==> src/sv/pee_pkg.sv <==
// ----------------------------------------------------------------------------
// pee_pkg: shared types and constants for the precedence expression evaluator
// Token and status codes, stack sizing, sequencer states, ALU request types.
// ----------------------------------------------------------------------------
package pee_pkg;

  localparam int DATA_W   = 32;
  localparam int KIND_W   = 4;
  localparam int STATUS_W = 3;
  localparam int LEFT_W   = 4;
  localparam int LEVEL_W  = 3;

  localparam int VALUE_DEPTH    = 8;
  localparam int OPERATOR_DEPTH = 8;

  localparam int VIDX_W = $clog2(VALUE_DEPTH);
  localparam int VCNT_W = $clog2(VALUE_DEPTH + 1);
  localparam int OIDX_W = $clog2(OPERATOR_DEPTH);
  localparam int OCNT_W = $clog2(OPERATOR_DEPTH + 1);

  localparam logic [VCNT_W-1:0] VALUE_FULL = VCNT_W'(VALUE_DEPTH);
  localparam logic [OCNT_W-1:0] OPER_FULL  = OCNT_W'(OPERATOR_DEPTH);

  localparam int DIV_CNT_W = $clog2(DATA_W);

  typedef enum logic [KIND_W-1:0] {
    TK_VALUE = 4'd0,
    TK_ADD   = 4'd1,
    TK_SUB   = 4'd2,
    TK_MUL   = 4'd3,
    TK_DIV   = 4'd4,
    TK_AND   = 4'd5,
    TK_OR    = 4'd6,
    TK_SHL   = 4'd7,
    TK_SHR   = 4'd8,
    TK_NEG   = 4'd9,
    TK_LP    = 4'd10,
    TK_RP    = 4'd11,
    TK_END   = 4'd12
  } tok_kind_t;

  typedef enum logic [STATUS_W-1:0] {
    ST_OK        = 3'd0,
    ST_MALFORMED = 3'd1,
    ST_OVERFLOW  = 3'd2,
    ST_UNDERFLOW = 3'd3,
    ST_DIVZERO   = 3'd4
  } status_t;

  typedef enum logic [3:0] {
    S_IDLE,
    S_OP_CHECK,
    S_OP_READ,
    S_POP_B,
    S_POP_B_WAIT,
    S_POP_A,
    S_POP_A_WAIT,
    S_EXEC,
    S_EXEC_WAIT,
    S_FINISH,
    S_END_WAIT,
    S_OUT
  } state_t;

  typedef struct packed {
    logic              start;
    tok_kind_t         op;
    logic [DATA_W-1:0] a;
    logic [DATA_W-1:0] b;
  } alu_req_t;

  typedef struct packed {
    logic              done;
    logic [DATA_W-1:0] result;
    logic              div_zero;
  } alu_rsp_t;

  function automatic logic [LEVEL_W-1:0] level_of(tok_kind_t kind);
    case (kind)
      TK_ADD, TK_SUB: return 3'd1;
      TK_MUL, TK_DIV: return 3'd2;
      TK_AND, TK_OR:  return 3'd3;
      TK_SHL, TK_SHR: return 3'd4;
      TK_NEG:         return 3'd5;
      default:        return 3'd0;
    endcase
  endfunction

  // first error wins
  function automatic status_t set_err(status_t cur, status_t code);
    return (cur == ST_OK) ? code : cur;
  endfunction

endpackage

==> src/sv/precedence_expression_evaluator.sv <==
// ----------------------------------------------------------------------------
// precedence_expression_evaluator: operator-precedence token evaluator
// Value and operator stacks in RAM, reductions run through one shared ALU.
// ----------------------------------------------------------------------------
//  channel   direction  handshake                  payload
//  token     in         token_valid/token_stall    token_kind, token_value
//  result    out        result_valid/result_stall  result_value, eval_status,
//                                                  values_left
//
// Value, negate and left paren tokens are taken straight from idle. Each
// reduction runs operator read, two value pops, ALU and push; negate pops one
// value, and divide by a nonzero divisor runs the 32-step divider. End also
// waits out any result stall and discards left parens. The result register
// frees the input side while a result waits. Reset clears depths and error;
// stack contents need no clear.
// ----------------------------------------------------------------------------
module precedence_expression_evaluator import pee_pkg::*; (
  input  logic                     clk,
  input  logic                     rst,
  input  logic                     token_valid,
  output logic                     token_stall,
  input  logic [KIND_W-1:0]        token_kind,
  input  logic signed [DATA_W-1:0] token_value,
  output logic                     result_valid,
  input  logic                     result_stall,
  output logic signed [DATA_W-1:0] result_value,
  output logic [STATUS_W-1:0]      eval_status,
  output logic [LEFT_W-1:0]        values_left
);

  state_t               state, state_next;
  logic [VCNT_W-1:0]    vdepth, vdepth_next;
  logic [OCNT_W-1:0]    odepth, odepth_next;
  status_t              err, err_next;
  tok_kind_t            kind_r, kind_r_next;
  tok_kind_t            op_r, op_r_next;
  logic [LEVEL_W-1:0]   lvl, lvl_next;
  logic [DATA_W-1:0]    a_val, a_val_next;
  logic [DATA_W-1:0]    b_val, b_val_next;
  logic [DATA_W-1:0]    res, res_next;
  logic                 result_valid_next;
  logic                 load_out;

  logic                 v_we;
  logic [VIDX_W-1:0]    v_waddr, v_raddr;
  logic [DATA_W-1:0]    v_wdata, v_rdata;
  logic                 o_we;
  logic [OIDX_W-1:0]    o_waddr, o_raddr;
  logic [KIND_W-1:0]    o_wdata, o_rdata;

  logic [VCNT_W-1:0]    vdepth_m1;
  logic [OCNT_W-1:0]    odepth_m1;
  tok_kind_t            top;
  status_t              e;
  logic                 out_free;

  alu_req_t             alu_req;
  alu_rsp_t             alu_rsp;

  pee_ram #(.WIDTH(DATA_W), .DEPTH(VALUE_DEPTH)) u_vstack (
    .clk   (clk),
    .we    (v_we),
    .waddr (v_waddr),
    .wdata (v_wdata),
    .raddr (v_raddr),
    .rdata (v_rdata)
  );

  pee_ram #(.WIDTH(KIND_W), .DEPTH(OPERATOR_DEPTH)) u_ostack (
    .clk   (clk),
    .we    (o_we),
    .waddr (o_waddr),
    .wdata (o_wdata),
    .raddr (o_raddr),
    .rdata (o_rdata)
  );

  pee_alu u_alu (
    .clk (clk),
    .rst (rst),
    .req (alu_req),
    .rsp (alu_rsp)
  );

  assign vdepth_m1 = vdepth - 1'b1;
  assign odepth_m1 = odepth - 1'b1;
  assign top       = tok_kind_t'(o_rdata);
  assign out_free  = !result_valid || !result_stall;

  always_ff @(posedge clk) begin
    if (rst) begin
      state        <= S_IDLE;
      vdepth       <= '0;
      odepth       <= '0;
      err          <= ST_OK;
      result_valid <= 1'b0;
    end else begin
      state        <= state_next;
      vdepth       <= vdepth_next;
      odepth       <= odepth_next;
      err          <= err_next;
      result_valid <= result_valid_next;
    end
  end

  always_ff @(posedge clk) begin
    kind_r <= kind_r_next;
    op_r   <= op_r_next;
    lvl    <= lvl_next;
    a_val  <= a_val_next;
    b_val  <= b_val_next;
    res    <= res_next;
    if (load_out) begin
      result_value <= res;
      eval_status  <= err;
      values_left  <= LEFT_W'(vdepth);
    end
  end

  always_comb begin
    state_next        = state;
    vdepth_next       = vdepth;
    odepth_next       = odepth;
    err_next          = err;
    kind_r_next       = kind_r;
    op_r_next         = op_r;
    lvl_next          = lvl;
    a_val_next        = a_val;
    b_val_next        = b_val;
    res_next          = res;
    result_valid_next = result_valid && result_stall;
    load_out          = 1'b0;
    token_stall       = (state != S_IDLE);
    v_we              = 1'b0;
    v_waddr           = vdepth[VIDX_W-1:0];
    v_wdata           = token_value;
    v_raddr           = '0;
    o_we              = 1'b0;
    o_waddr           = odepth[OIDX_W-1:0];
    o_wdata           = token_kind;
    o_raddr           = odepth_m1[OIDX_W-1:0];
    e                 = err;
    alu_req.start     = 1'b0;
    alu_req.op        = op_r;
    alu_req.a         = a_val;
    alu_req.b         = b_val;

    case (state)
      S_IDLE: begin
        if (token_valid) begin
          kind_r_next = tok_kind_t'(token_kind);
          lvl_next    = level_of(tok_kind_t'(token_kind));
          case (token_kind)
            TK_VALUE: begin
              if (vdepth >= VALUE_FULL) begin
                err_next = set_err(err, ST_OVERFLOW);
              end else begin
                v_we        = 1'b1;
                vdepth_next = vdepth + 1'b1;
              end
            end
            TK_NEG, TK_LP: begin
              if (odepth >= OPER_FULL) begin
                err_next = set_err(err, ST_OVERFLOW);
              end else begin
                o_we        = 1'b1;
                odepth_next = odepth + 1'b1;
              end
            end
            TK_ADD, TK_SUB, TK_MUL, TK_DIV, TK_AND, TK_OR, TK_SHL, TK_SHR,
            TK_END: begin
              state_next = S_OP_CHECK;
            end
            TK_RP: begin
              lvl_next   = LEVEL_W'(1);
              state_next = S_OP_CHECK;
            end
            default: begin
            end
          endcase
        end
      end
      S_OP_CHECK: begin
        state_next = (odepth == '0) ? S_FINISH : S_OP_READ;
      end
      S_OP_READ: begin
        op_r_next = top;
        if (kind_r == TK_END) begin
          odepth_next = odepth_m1;
          state_next  = (top == TK_LP) ? S_OP_CHECK : S_POP_B;
        end else if (top == TK_LP) begin
          if (kind_r == TK_RP) begin
            odepth_next = odepth_m1;
          end
          state_next = S_FINISH;
        end else if (level_of(top) < lvl) begin
          state_next = S_FINISH;
        end else begin
          odepth_next = odepth_m1;
          state_next  = S_POP_B;
        end
      end
      S_POP_B: begin
        if (vdepth == '0) begin
          err_next   = set_err(err, ST_UNDERFLOW);
          b_val_next = '0;
          state_next = (op_r == TK_NEG) ? S_EXEC : S_POP_A;
        end else begin
          v_raddr     = vdepth_m1[VIDX_W-1:0];
          vdepth_next = vdepth_m1;
          state_next  = S_POP_B_WAIT;
        end
      end
      S_POP_B_WAIT: begin
        b_val_next = v_rdata;
        state_next = (op_r == TK_NEG) ? S_EXEC : S_POP_A;
      end
      S_POP_A: begin
        if (vdepth == '0) begin
          err_next   = set_err(err, ST_UNDERFLOW);
          a_val_next = '0;
          state_next = S_EXEC;
        end else begin
          v_raddr     = vdepth_m1[VIDX_W-1:0];
          vdepth_next = vdepth_m1;
          state_next  = S_POP_A_WAIT;
        end
      end
      S_POP_A_WAIT: begin
        a_val_next = v_rdata;
        state_next = S_EXEC;
      end
      S_EXEC: begin
        alu_req.start = 1'b1;
        state_next    = S_EXEC_WAIT;
      end
      S_EXEC_WAIT: begin
        if (alu_rsp.done) begin
          if (alu_rsp.div_zero) begin
            e = set_err(e, ST_DIVZERO);
          end
          if (vdepth >= VALUE_FULL) begin
            e = set_err(e, ST_OVERFLOW);
          end else begin
            v_we        = 1'b1;
            v_wdata     = alu_rsp.result;
            vdepth_next = vdepth + 1'b1;
          end
          err_next   = e;
          state_next = S_OP_CHECK;
        end
      end
      S_FINISH: begin
        case (kind_r)
          TK_END: begin
            res_next = '0;
            if (err == ST_OK && vdepth != VCNT_W'(1)) begin
              err_next = ST_MALFORMED;
            end
            state_next = (err == ST_OK && vdepth == VCNT_W'(1)) ? S_END_WAIT : S_OUT;
          end
          TK_RP: begin
            state_next = S_IDLE;
          end
          default: begin
            o_wdata = kind_r;
            if (odepth >= OPER_FULL) begin
              err_next = set_err(err, ST_OVERFLOW);
            end else begin
              o_we        = 1'b1;
              odepth_next = odepth + 1'b1;
            end
            state_next = S_IDLE;
          end
        endcase
      end
      S_END_WAIT: begin
        res_next   = v_rdata;
        state_next = S_OUT;
      end
      S_OUT: begin
        if (out_free) begin
          load_out          = 1'b1;
          result_valid_next = 1'b1;
          vdepth_next       = '0;
          odepth_next       = '0;
          err_next          = ST_OK;
          state_next        = S_IDLE;
        end
      end
      default: begin
        state_next = S_IDLE;
      end
    endcase
  end

`ifndef NO_ASSERTIONS
  a_vdepth_bound: assert property (@(posedge clk) disable iff (rst)
    vdepth <= VALUE_FULL)
    else $error("value depth beyond stack size");

  a_odepth_bound: assert property (@(posedge clk) disable iff (rst)
    odepth <= OPER_FULL)
    else $error("operator depth beyond stack size");

  a_err_sticky: assert property (@(posedge clk) disable iff (rst)
    (err != ST_OK && state != S_OUT) |=> $stable(err))
    else $error("sticky error changed before end");

  a_end_clears: assert property (@(posedge clk) disable iff (rst)
    (state == S_OUT && out_free) |=>
      (vdepth == '0 && odepth == '0 && err == ST_OK && result_valid))
    else $error("stacks not cleared on result");

  a_alu_idle_start: assert property (@(posedge clk) disable iff (rst)
    (state == S_EXEC) |=> (state == S_EXEC_WAIT && !alu_rsp.done) ||
      (alu_req.op != TK_DIV && alu_rsp.done) || state == S_EXEC_WAIT)
    else $error("ALU request not followed by wait");
`endif

endmodule

==> src/sv/pee_ram.sv <==
// ----------------------------------------------------------------------------
// pee_ram: generic simple dual-port RAM
// One write port, one read port with registered read data.
// ----------------------------------------------------------------------------
module pee_ram #(
  parameter int WIDTH = 32,
  parameter int DEPTH = 8
) (
  input  logic                     clk,
  input  logic                     we,
  input  logic [$clog2(DEPTH)-1:0] waddr,
  input  logic [WIDTH-1:0]         wdata,
  input  logic [$clog2(DEPTH)-1:0] raddr,
  output logic [WIDTH-1:0]         rdata
);

  logic [WIDTH-1:0] mem [DEPTH];

  always_ff @(posedge clk) begin
    if (we) begin
      mem[waddr] <= wdata;
    end
    rdata <= mem[raddr];
  end

endmodule

==> src/sv/pee_alu.sv <==
// ----------------------------------------------------------------------------
// pee_alu: shared arithmetic unit
// Registered add/sub/mul/logic/shift/negate results; 32-step restoring divider.
// ----------------------------------------------------------------------------
module pee_alu import pee_pkg::*; (
  input  logic     clk,
  input  logic     rst,
  input  alu_req_t req,
  output alu_rsp_t rsp
);

  logic                 busy;
  logic [DIV_CNT_W-1:0] cnt;
  logic [DATA_W-1:0]    rem;
  logic [DATA_W-1:0]    quo;
  logic [DATA_W-1:0]    dvs;
  logic                 q_neg;
  logic                 done;
  logic                 dz;
  logic [DATA_W-1:0]    result;

  logic [DATA_W-1:0] ma, mb, simple;
  logic [DATA_W:0]   rem_sh;
  logic              ge;
  logic [DATA_W-1:0] quo_n;
  logic              sat;

  assign ma     = req.a[DATA_W-1] ? (~req.a + 1'b1) : req.a;
  assign mb     = req.b[DATA_W-1] ? (~req.b + 1'b1) : req.b;
  assign sat    = (req.b >= DATA_W'(DATA_W));
  assign rem_sh = {rem, quo[DATA_W-1]};
  assign ge     = (rem_sh >= {1'b0, dvs});
  assign quo_n  = {quo[DATA_W-2:0], ge};

  always_comb begin
    case (req.op)
      TK_ADD:  simple = req.a + req.b;
      TK_SUB:  simple = req.a - req.b;
      TK_MUL:  simple = req.a * req.b;
      TK_AND:  simple = req.a & req.b;
      TK_OR:   simple = req.a | req.b;
      TK_SHL:  simple = sat ? '0 : (req.a << req.b[DIV_CNT_W-1:0]);
      TK_SHR:  simple = sat ? {DATA_W{req.a[DATA_W-1]}}
                            : DATA_W'($signed(req.a) >>> req.b[DIV_CNT_W-1:0]);
      TK_NEG:  simple = '0 - req.b;
      default: simple = '0;
    endcase
  end

  always_ff @(posedge clk) begin
    if (rst) begin
      busy <= 1'b0;
      done <= 1'b0;
    end else begin
      done <= 1'b0;
      if (busy) begin
        rem <= ge ? DATA_W'(rem_sh - {1'b0, dvs}) : rem_sh[DATA_W-1:0];
        quo <= quo_n;
        cnt <= cnt - 1'b1;
        if (cnt == '0) begin
          busy   <= 1'b0;
          done   <= 1'b1;
          result <= q_neg ? ('0 - quo_n) : quo_n;
        end
      end else if (req.start) begin
        dz <= 1'b0;
        if (req.op == TK_DIV) begin
          if (req.b == '0) begin
            dz     <= 1'b1;
            result <= '0;
            done   <= 1'b1;
          end else begin
            busy  <= 1'b1;
            rem   <= '0;
            quo   <= ma;
            dvs   <= mb;
            q_neg <= req.a[DATA_W-1] ^ req.b[DATA_W-1];
            cnt   <= DIV_CNT_W'(DATA_W - 1);
          end
        end else begin
          result <= simple;
          done   <= 1'b1;
        end
      end
    end
  end

  assign rsp.done     = done;
  assign rsp.result   = result;
  assign rsp.div_zero = dz;

endmodule

==> config.mk <==
export PLATFORM = sky130hd
export DESIGN_NAME = precedence_expression_evaluator
export DESIGN_NICKNAME = d
export VERILOG_FILES = /design/src/sv/pee_pkg.sv /design/src/sv/precedence_expression_evaluator.sv /design/src/sv/pee_ram.sv /design/src/sv/pee_alu.sv
export SDC_FILE = /design/constraint.sdc
export NUM_CORES = 2
export LEC_CHECK = 0
export BUFFER_PORTS_ARGS = -buffer_cell sky130_fd_sc_hd__clkbuf_2
export CAP_MARGIN = 20
export CORE_AREA = 5 5 390 392
export CTS_CLUSTER_SIZE = 40
export DETAILED_ROUTE_END_ITERATION = 12
export DIE_AREA = 0 0 395 397
export PLACE_DENSITY = 0.56
export SYNTH_ARGS = -nofsm -noshare
export SYNTH_HDL_FRONTEND = slang
export SYNTH_SLANG_ARGS = --single-unit
==> constraint.sdc <==
create_clock -name clk -period 7.7 [get_ports clk]
set_input_delay 0.385 -clock clk [delete_from_list [all_inputs] [get_ports clk]]
set_output_delay 0.385 -clock clk [all_outputs]
set_load 0.02 [all_outputs]
==> Word-level counts from Yosys, hierarchy flattened <==
Memory sizes are Yosys's and may differ from the RTL's. A register that Yosys moved wholly into a read port is not among the register bits.
Index checks and enable logic that the tools add are counted.
{ "classes": {"n_shift": 2, "n_div": 0, "n_reduce_logical": 39, "n_lt_le_gt_ge": 5, "n_eq_ne": 59, "add_sub_neg": 12, "mul": 1, "mux": 116, "bitwise": 8} }
{ "op_table": {"columns": ["cell", "n"], "rows": [
  ["$mux W32", 23],
  ["$pmux W32 S8", 1],
  ["$pmux W32 S2", 3],
  ["$mux W4", 24],
  ["$add A32 B1 Y32 const B", 2],
  ["$not A32 Y32", 2],
  ["$sub A1 B32 Y32 const A", 2],
  ["$sub A32 B32 Y32", 2],
  ["$mux W3", 20],
  ["$eq A4 B4 Y1 const B", 14],
  ["$eq A4 B3 Y1 const B", 12],
  ["$pmux W4 S12", 1],
  ["$ge A33 B32 Y1", 1],
  ["$add A32 B32 Y32", 1],
  ["$and A32 B32 Y32", 1],
  ["$ge A32 B6 Y1 const B", 1],
  ["$logic_not A32 Y1", 1],
  ["$mul A32 B32 Y32", 1],
  ["$or A32 B32 Y32", 1],
  ["$pmux W4 S4", 2],
  ["$shl A32 B5 Y32", 1],
  ["$sshr A32 B5 Y32", 1],
  ["$mux W31", 1],
  ["$mux W1", 29],
  ["39 further kinds", 95]
]} }
{ "totals": {"latchBits": 0, "out_inout_bits": 41, "rom_bits": 96, "memories": 4, "ram_bits": 288, "register_bits": 296, "in_bits": 40} }
{ "memory_table": {"columns": ["name", "depth", "word_bits", "read_ports", "rd_clocked_by_memory_dff", "wr", "line_no", "source"], "rows": [
  ["u_vstack.mem", 8, 32, 1, 1, 1, "pee_ram.sv:17", "logic [WIDTH-1:0] mem [DEPTH];"],
  ["(no name shown)", 16, 3, 1, 1, 0, "pee_pkg.sv:79", "case (kind)"],
  ["(no name shown)", 16, 3, 1, 0, 0, "pee_pkg.sv:79", null],
  ["u_ostack.mem", 8, 4, 1, 1, 1, "pee_ram.sv:17", null]
]} }

==> Longest topological paths before layout <==
{ "depth": {"depth_word": 10, "ltp_mapped": 31, "ltp_nobuf": 27} }

==> Hierarchy <==
A second synthesis with hierarchy kept.
{ "unflattened": {"cells_unflattened": 4887, "area_unflattened_um2": 51541.9} }
{ "by_module_without_submodules": {"columns": ["module", "area_each_um2", "seq_area_each_um2", "cells_per_inst", "instances"], "rows": [
  ["pee_alu", 32278.5, 4093.9, 3842, 1],
  ["pee_ram (u_vstack)", 10466.3, 8328.0, 415, 1],
  ["precedence_expression_evaluator", 7427.1, 4704.5, 567, 1],
  ["pee_ram (u_ostack)", 1370.1, 1041.0, 63, 1]
]} }

==> Worst setup path before layout <==
No wires, ideal clock.
{ "synth_timing": {"path_kind": "register -> register", "from": "reg b_val[2]", "to": "reg u_alu.result[31], data pin", "required_time_ps": 7434, "path_buffers": 3, "t_arrival_ps": 7922, "stages_incl_launch_ff": 29, "setup_slack_ps": -488, "period_less_slack_ps": 8188, "cell_sequence": "edfxtp_1 -> inv_2 -> buf_1 -> clkbuf_1 -> buf_1 -> nor2_1 -> fa_1 -> inv_1 -> fa_1 -> fa_1 -> fa_1 -> inv_1 -> fa_1 -> inv_1 -> fa_1 -> inv_1 -> fa_1 -> fa_1 -> ha_1 -> a21o_1 -> a21o_1 -> a2111oi_0 -> nor3_1 -> nand2_1 -> nand4_1 -> a41oi_1 -> xnor2_1 -> a2111oi_2 -> o2bb2ai_1"} }
{ "synth_via": {"elab_chain_cells": 6, "elab_cells_between_ends": 13} }
{ "synth_lines": {"columns": ["item", "line_no", "source"], "rows": [
  ["start: declaration", "precedence_expression_evaluator.sv:39", "logic [DATA_W-1:0] b_val, b_val_next;"],
  ["start signal: assignment", "precedence_expression_evaluator.sv:111", "b_val <= b_val_next;"],
  ["branches (longest 2 deep; another with $mul A32 B32 Y32)", null, null],
  ["$pmux W32 S8 *", "pee_alu.sv:36", "case (req.op)"],
  ["$mux W32 *", "pee_alu.sv:67", "if (req.op == TK_DIV) begin"],
  ["$mux W32 *", "pee_alu.sv:65", "end else if (req.start) begin"],
  ["$mux W32 *", "pee_alu.sv:56", "if (busy) begin"],
  ["end signal: assignment", "pee_alu.sv:63", "result <= q_neg ? ('0 - quo_n) : quo_n;"],
  ["end signal: assignment", "pee_alu.sv:81", "result <= simple;"],
  ["end: declaration", "pee_alu.sv:20", "logic [DATA_W-1:0] result;"]
]} }
Mark *: on every way between the ends. The select of a mux whose other input is x is not followed.
A chain may end at the register's enable or synchronous reset.

==> Worst setup path after layout <==
{ "layout_timing": {"from": "reg a_val[9]", "to": "reg u_alu.result[31], data pin"} }
{ "layout_via": {"elab_chain_cells": 6, "elab_cells_between_ends": 11} }
{ "layout_lines": {"columns": ["item", "line_no", "source"], "rows": [
  ["start: declaration", "precedence_expression_evaluator.sv:38", "logic [DATA_W-1:0] a_val, a_val_next;"],
  ["start signal: assignment", "precedence_expression_evaluator.sv:110", "a_val <= a_val_next;"],
  ["branches (longest 2 deep; another with $mul A32 B32 Y32)", null, null],
  ["$pmux W32 S8 *", "pee_alu.sv:36", null],
  ["$mux W32 *", "pee_alu.sv:67", null],
  ["$mux W32 *", "pee_alu.sv:65", null],
  ["$mux W32 *", "pee_alu.sv:56", null]
]} }
Marks and branches as above.

==> results.cfg <==
[clock_network]
htreeDepth = 3
clock-root-buffer = clkbuf_16
cts_made_buffers = 70
cts_max_path_buffers = 3
clock-sinks = 623
clkLatencyLatePin_ns = 0.67
tritoncts = yes
clk_pin_slew_ns = 0.06

[timing]
fin_crit_sh_pct = 98.5
finalWorstSetupSlack_ns = 0.118
rsz0062_at_grt = true
timing.hold.ws_ns = 0.0593
hold_viol = 0
timing.final.crit_period_ns = 7.58
maxSlewViolCount = 0
fmax_ghz = 0.132
tns_ns = 0
final.setup_skew_ns = 0.0437
tightest_slew_ns = 1.12
setup_violations = 0
timing.slew.headroom_pct = 25.1

[pwr]
switching_share_pct = 29.8
p_int_mw = 6.38
total_power_mw = 9.09
sequentialPowerShare_pct = 42.5
p_sw_mw = 2.71
irDropWorstVdd_mv = 0.202
power_density_nw_per_um2 = 156
p_comb_share_pct = 20.1
cellLeakagePower_nw = 23.9
power.share.clock_pct = 37.5

[placement]
finalWeightedCongestion = 1.03
io_buffers = 80
post-dp-hpwl_um = 146000
dpl_worst_slack_ns = -0.0423

[layout]
nets = 6082
area_growth_pct = 13.2
drive_above_1_share_pct = 13.6

[route]
vias = 41100
wl_per_cell_um = 26.4
wirelength_um = 195000
drt_first_pass_iters = 6
drc = 0
ant_nets = 0
first_iter_violations = 4087
vias_per_cell = 5.57

[yosys]
yosys.area.top_type = edfxtp_1
synth_top_family_by_area = adder cells
synthFlopType = edfxtp_1
synthArstFlopShare_pct = 0
syn_nets = 5938
seq_area_frac_synth_pct = 35.3
ys_types = 97
yosys.area_share.simple_pct = 16.1
synth_adder_area_share_pct = 22.6
synth_seq_cells = 623
synth_most_common_cell = nor2_1
synth_compound_area_share_pct = 10.2
yosys-top-cells-count = 666 x nor2_1, 569 x edfxtp_1, 547 x nand2_1, 502 x inv_1, 411 x fa_1
syn_avg_cell_area_sq_um = 9.87
syn_area_sq_um = 51400
synth_edf_count = 569
yosys.area.top_type_share_pct = 33.2
synth-xor-area-share_pct = 4.24
synthMuxAreaShare_pct = 5.07
synthCells = 5214
synth_warnings = 0
ys_top_cells_by_area = edfxtp_1 33%, fa_1 16%, ha_1 6.6%

[floorplan]
ios = 81
initial_core_util_pct = 34.6
fp.dieW_um = 395
core_sq_um = 149000
die_area_sq_um = 157000
fp.dieH_um = 397
rows = 142

[global_routing]
grt_pass1_vias = 41200
grt_max_degree = 90
antenna_found_initial = 22
grt_overflow_total = 0
grt_pass1_wl_um = 284000
track_usage_pct = 24.5

[critical_path]
crit_path_max_fanout = 14
critPathKind = reg -> reg
start_kind = flop
critPathArrivalTime_ns = 7.93
cp_data_required_time_ns = 8.05
end_kind = flop

[job]
max-cap-violations = 0

[hold_path]
hp-class = in -> reg

[outcome]
outcome = completed
-- logic make-up after synthesis --
logic type	count (synthesis)
AOI/OAI and AO/OA	801
xor gates and xnor gates	249
adders and majority gates	684
buffers and inverters	842
DFF	623
muxes	168
and+or+nand+nor	1847
-- critical path: stages (launching register included) --
cell       delay, ns
edfxtp_1        0.45
buf_4           0.36
nand2_1         0.13
fa_1            0.65
inv_1           0.11
fa_1            0.55
inv_1           0.06
fa_1            0.49
fa_1            0.57
inv_1           0.06
fa_1            0.52
fa_1            0.45
fa_1            0.52
fa_1            0.42
ha_1            0.37
a21oi_1         0.38
a21boi_0        0.26
a41oi_2         0.26
buf_4           0.17
xnor2_1         0.07
a2111oi_2       0.36
o2bb2ai_1       0.09
-- layer usage --
| layer | GRT usage, % | vias to the layer above | share of wire, % |
|---|---|---|---|
| li1 | - | 18100 | - |
| met1 | 31.8 | 20500 | 40 |
| met2 | 38.3 | 1895 | 44 |
| met3 | 5.55 | 508 | 8.6 |
| met4 | 13.4 | 12 | 6.5 |
| met5 | 0 | - | 0.042 |
-- power groups by stage --
| stage | Clock (mW) | Sequential (mW) | Combinational [mW] |
|---|---|---|---|
| final | 3.40 | 3.86 | 1.82 |
| after global routing | 3.61 | 3.87 | 1.96 |
| after CTS | 3.47 | 3.86 | 1.77 |
| after detailed placement | 0 | 3.93 | 1.75 |
| after global placement | 0 | 3.93 | 1.74 |
| after floorplan | 0 | 3.86 | 1.03 |
-- worst paths after layout --
kind	from	to	slack, ns	depth (start not counted)
worst max-delay path	a_val[9]	u_alu.result[31]	0.12	21
worst min-delay path	result_stall	result_valid	0.06	3
worst max register to register	a_val[9]	u_alu.result[31]	0.12	21
worst min register to register	res[6]	result_value[6]	0.41	0
-- cells in the final DEF (no fill, tap or decap), types with 19 or more instances in the layout --
master	count
o21ai_1	20
fa_1	406
nor2_1	653
xnor2_1	189
mux2i_1	57
mux4_2	70
buf_4	287
nand2_1	545
mux2_2	41
xor2_1	60
a211oi_1	33
dfxtp_1	53
o21ai_0	206
ha_1	272
edfxtp_1	569
o22ai_1	23
and3_1	44
a21oi_1	172
nand3_1	151
clkbuf_2	80
nand2b_1	29
inv_1	496
o31ai_1	44
nor3_1	173
clkbuf_16	70
and2_1	73
o211ai_1	22
a21o_1	59
a31oi_1	19
nor2b_1	40
a221oi_1	21
-- flip-flops by register name, indices dropped and copies added, names as in the netlist, 3 cells and up --
name            count
a_val              32
b_val              32
err                 3
eval_status         3
kind_r              4
lvl                 3
odepth              4
op_r                4
res                32
result_value       32
state               4
u_alu.cnt           5
u_alu.dvs          32
u_alu.quo          32
u_alu.rem          32
u_alu.result       32
u_ostack.mem       32
u_ostack.rdata      4
u_vstack.mem      256
u_vstack.rdata     32
values_left         4
vdepth              4
-- metrics by stage --
stage / utilization [%] / std cells / cell area (sq um)
floorplan: - / 5214 / 51500
global placement: 37.4 / 7217 / 55600
detailed placement: 37.4 / 7217 / 55600
CTS: 39.0 / 7347 / 57900
global route: 39.2 / 7359 / 58200
finish: 39.2 / 7373 / 58200
-- cell type report --
cell class | count | area [sq um]
well taps | 1944 | 2430
diodes | 15 | 37.5
clock inverters | 36 | 430
fillers | 14800 | 90300
flip-flops and latches | 623 | 18200
inverters | 519 | 1970
repair buffers | 395 | 3000
clock buffers | 92 | 1890
multi-input cells | 3749 | 30300
-- repair_timing --
action,4_1_cts,5_1_grt
pin swaps,0,12
endpoints found under the setup margin,1,11
setup buffers,0,9
hold buffers,3,0
resized for setup,1,52
endpoints found under the hold margin,3,0
Power figures use the tool's default switching activity.
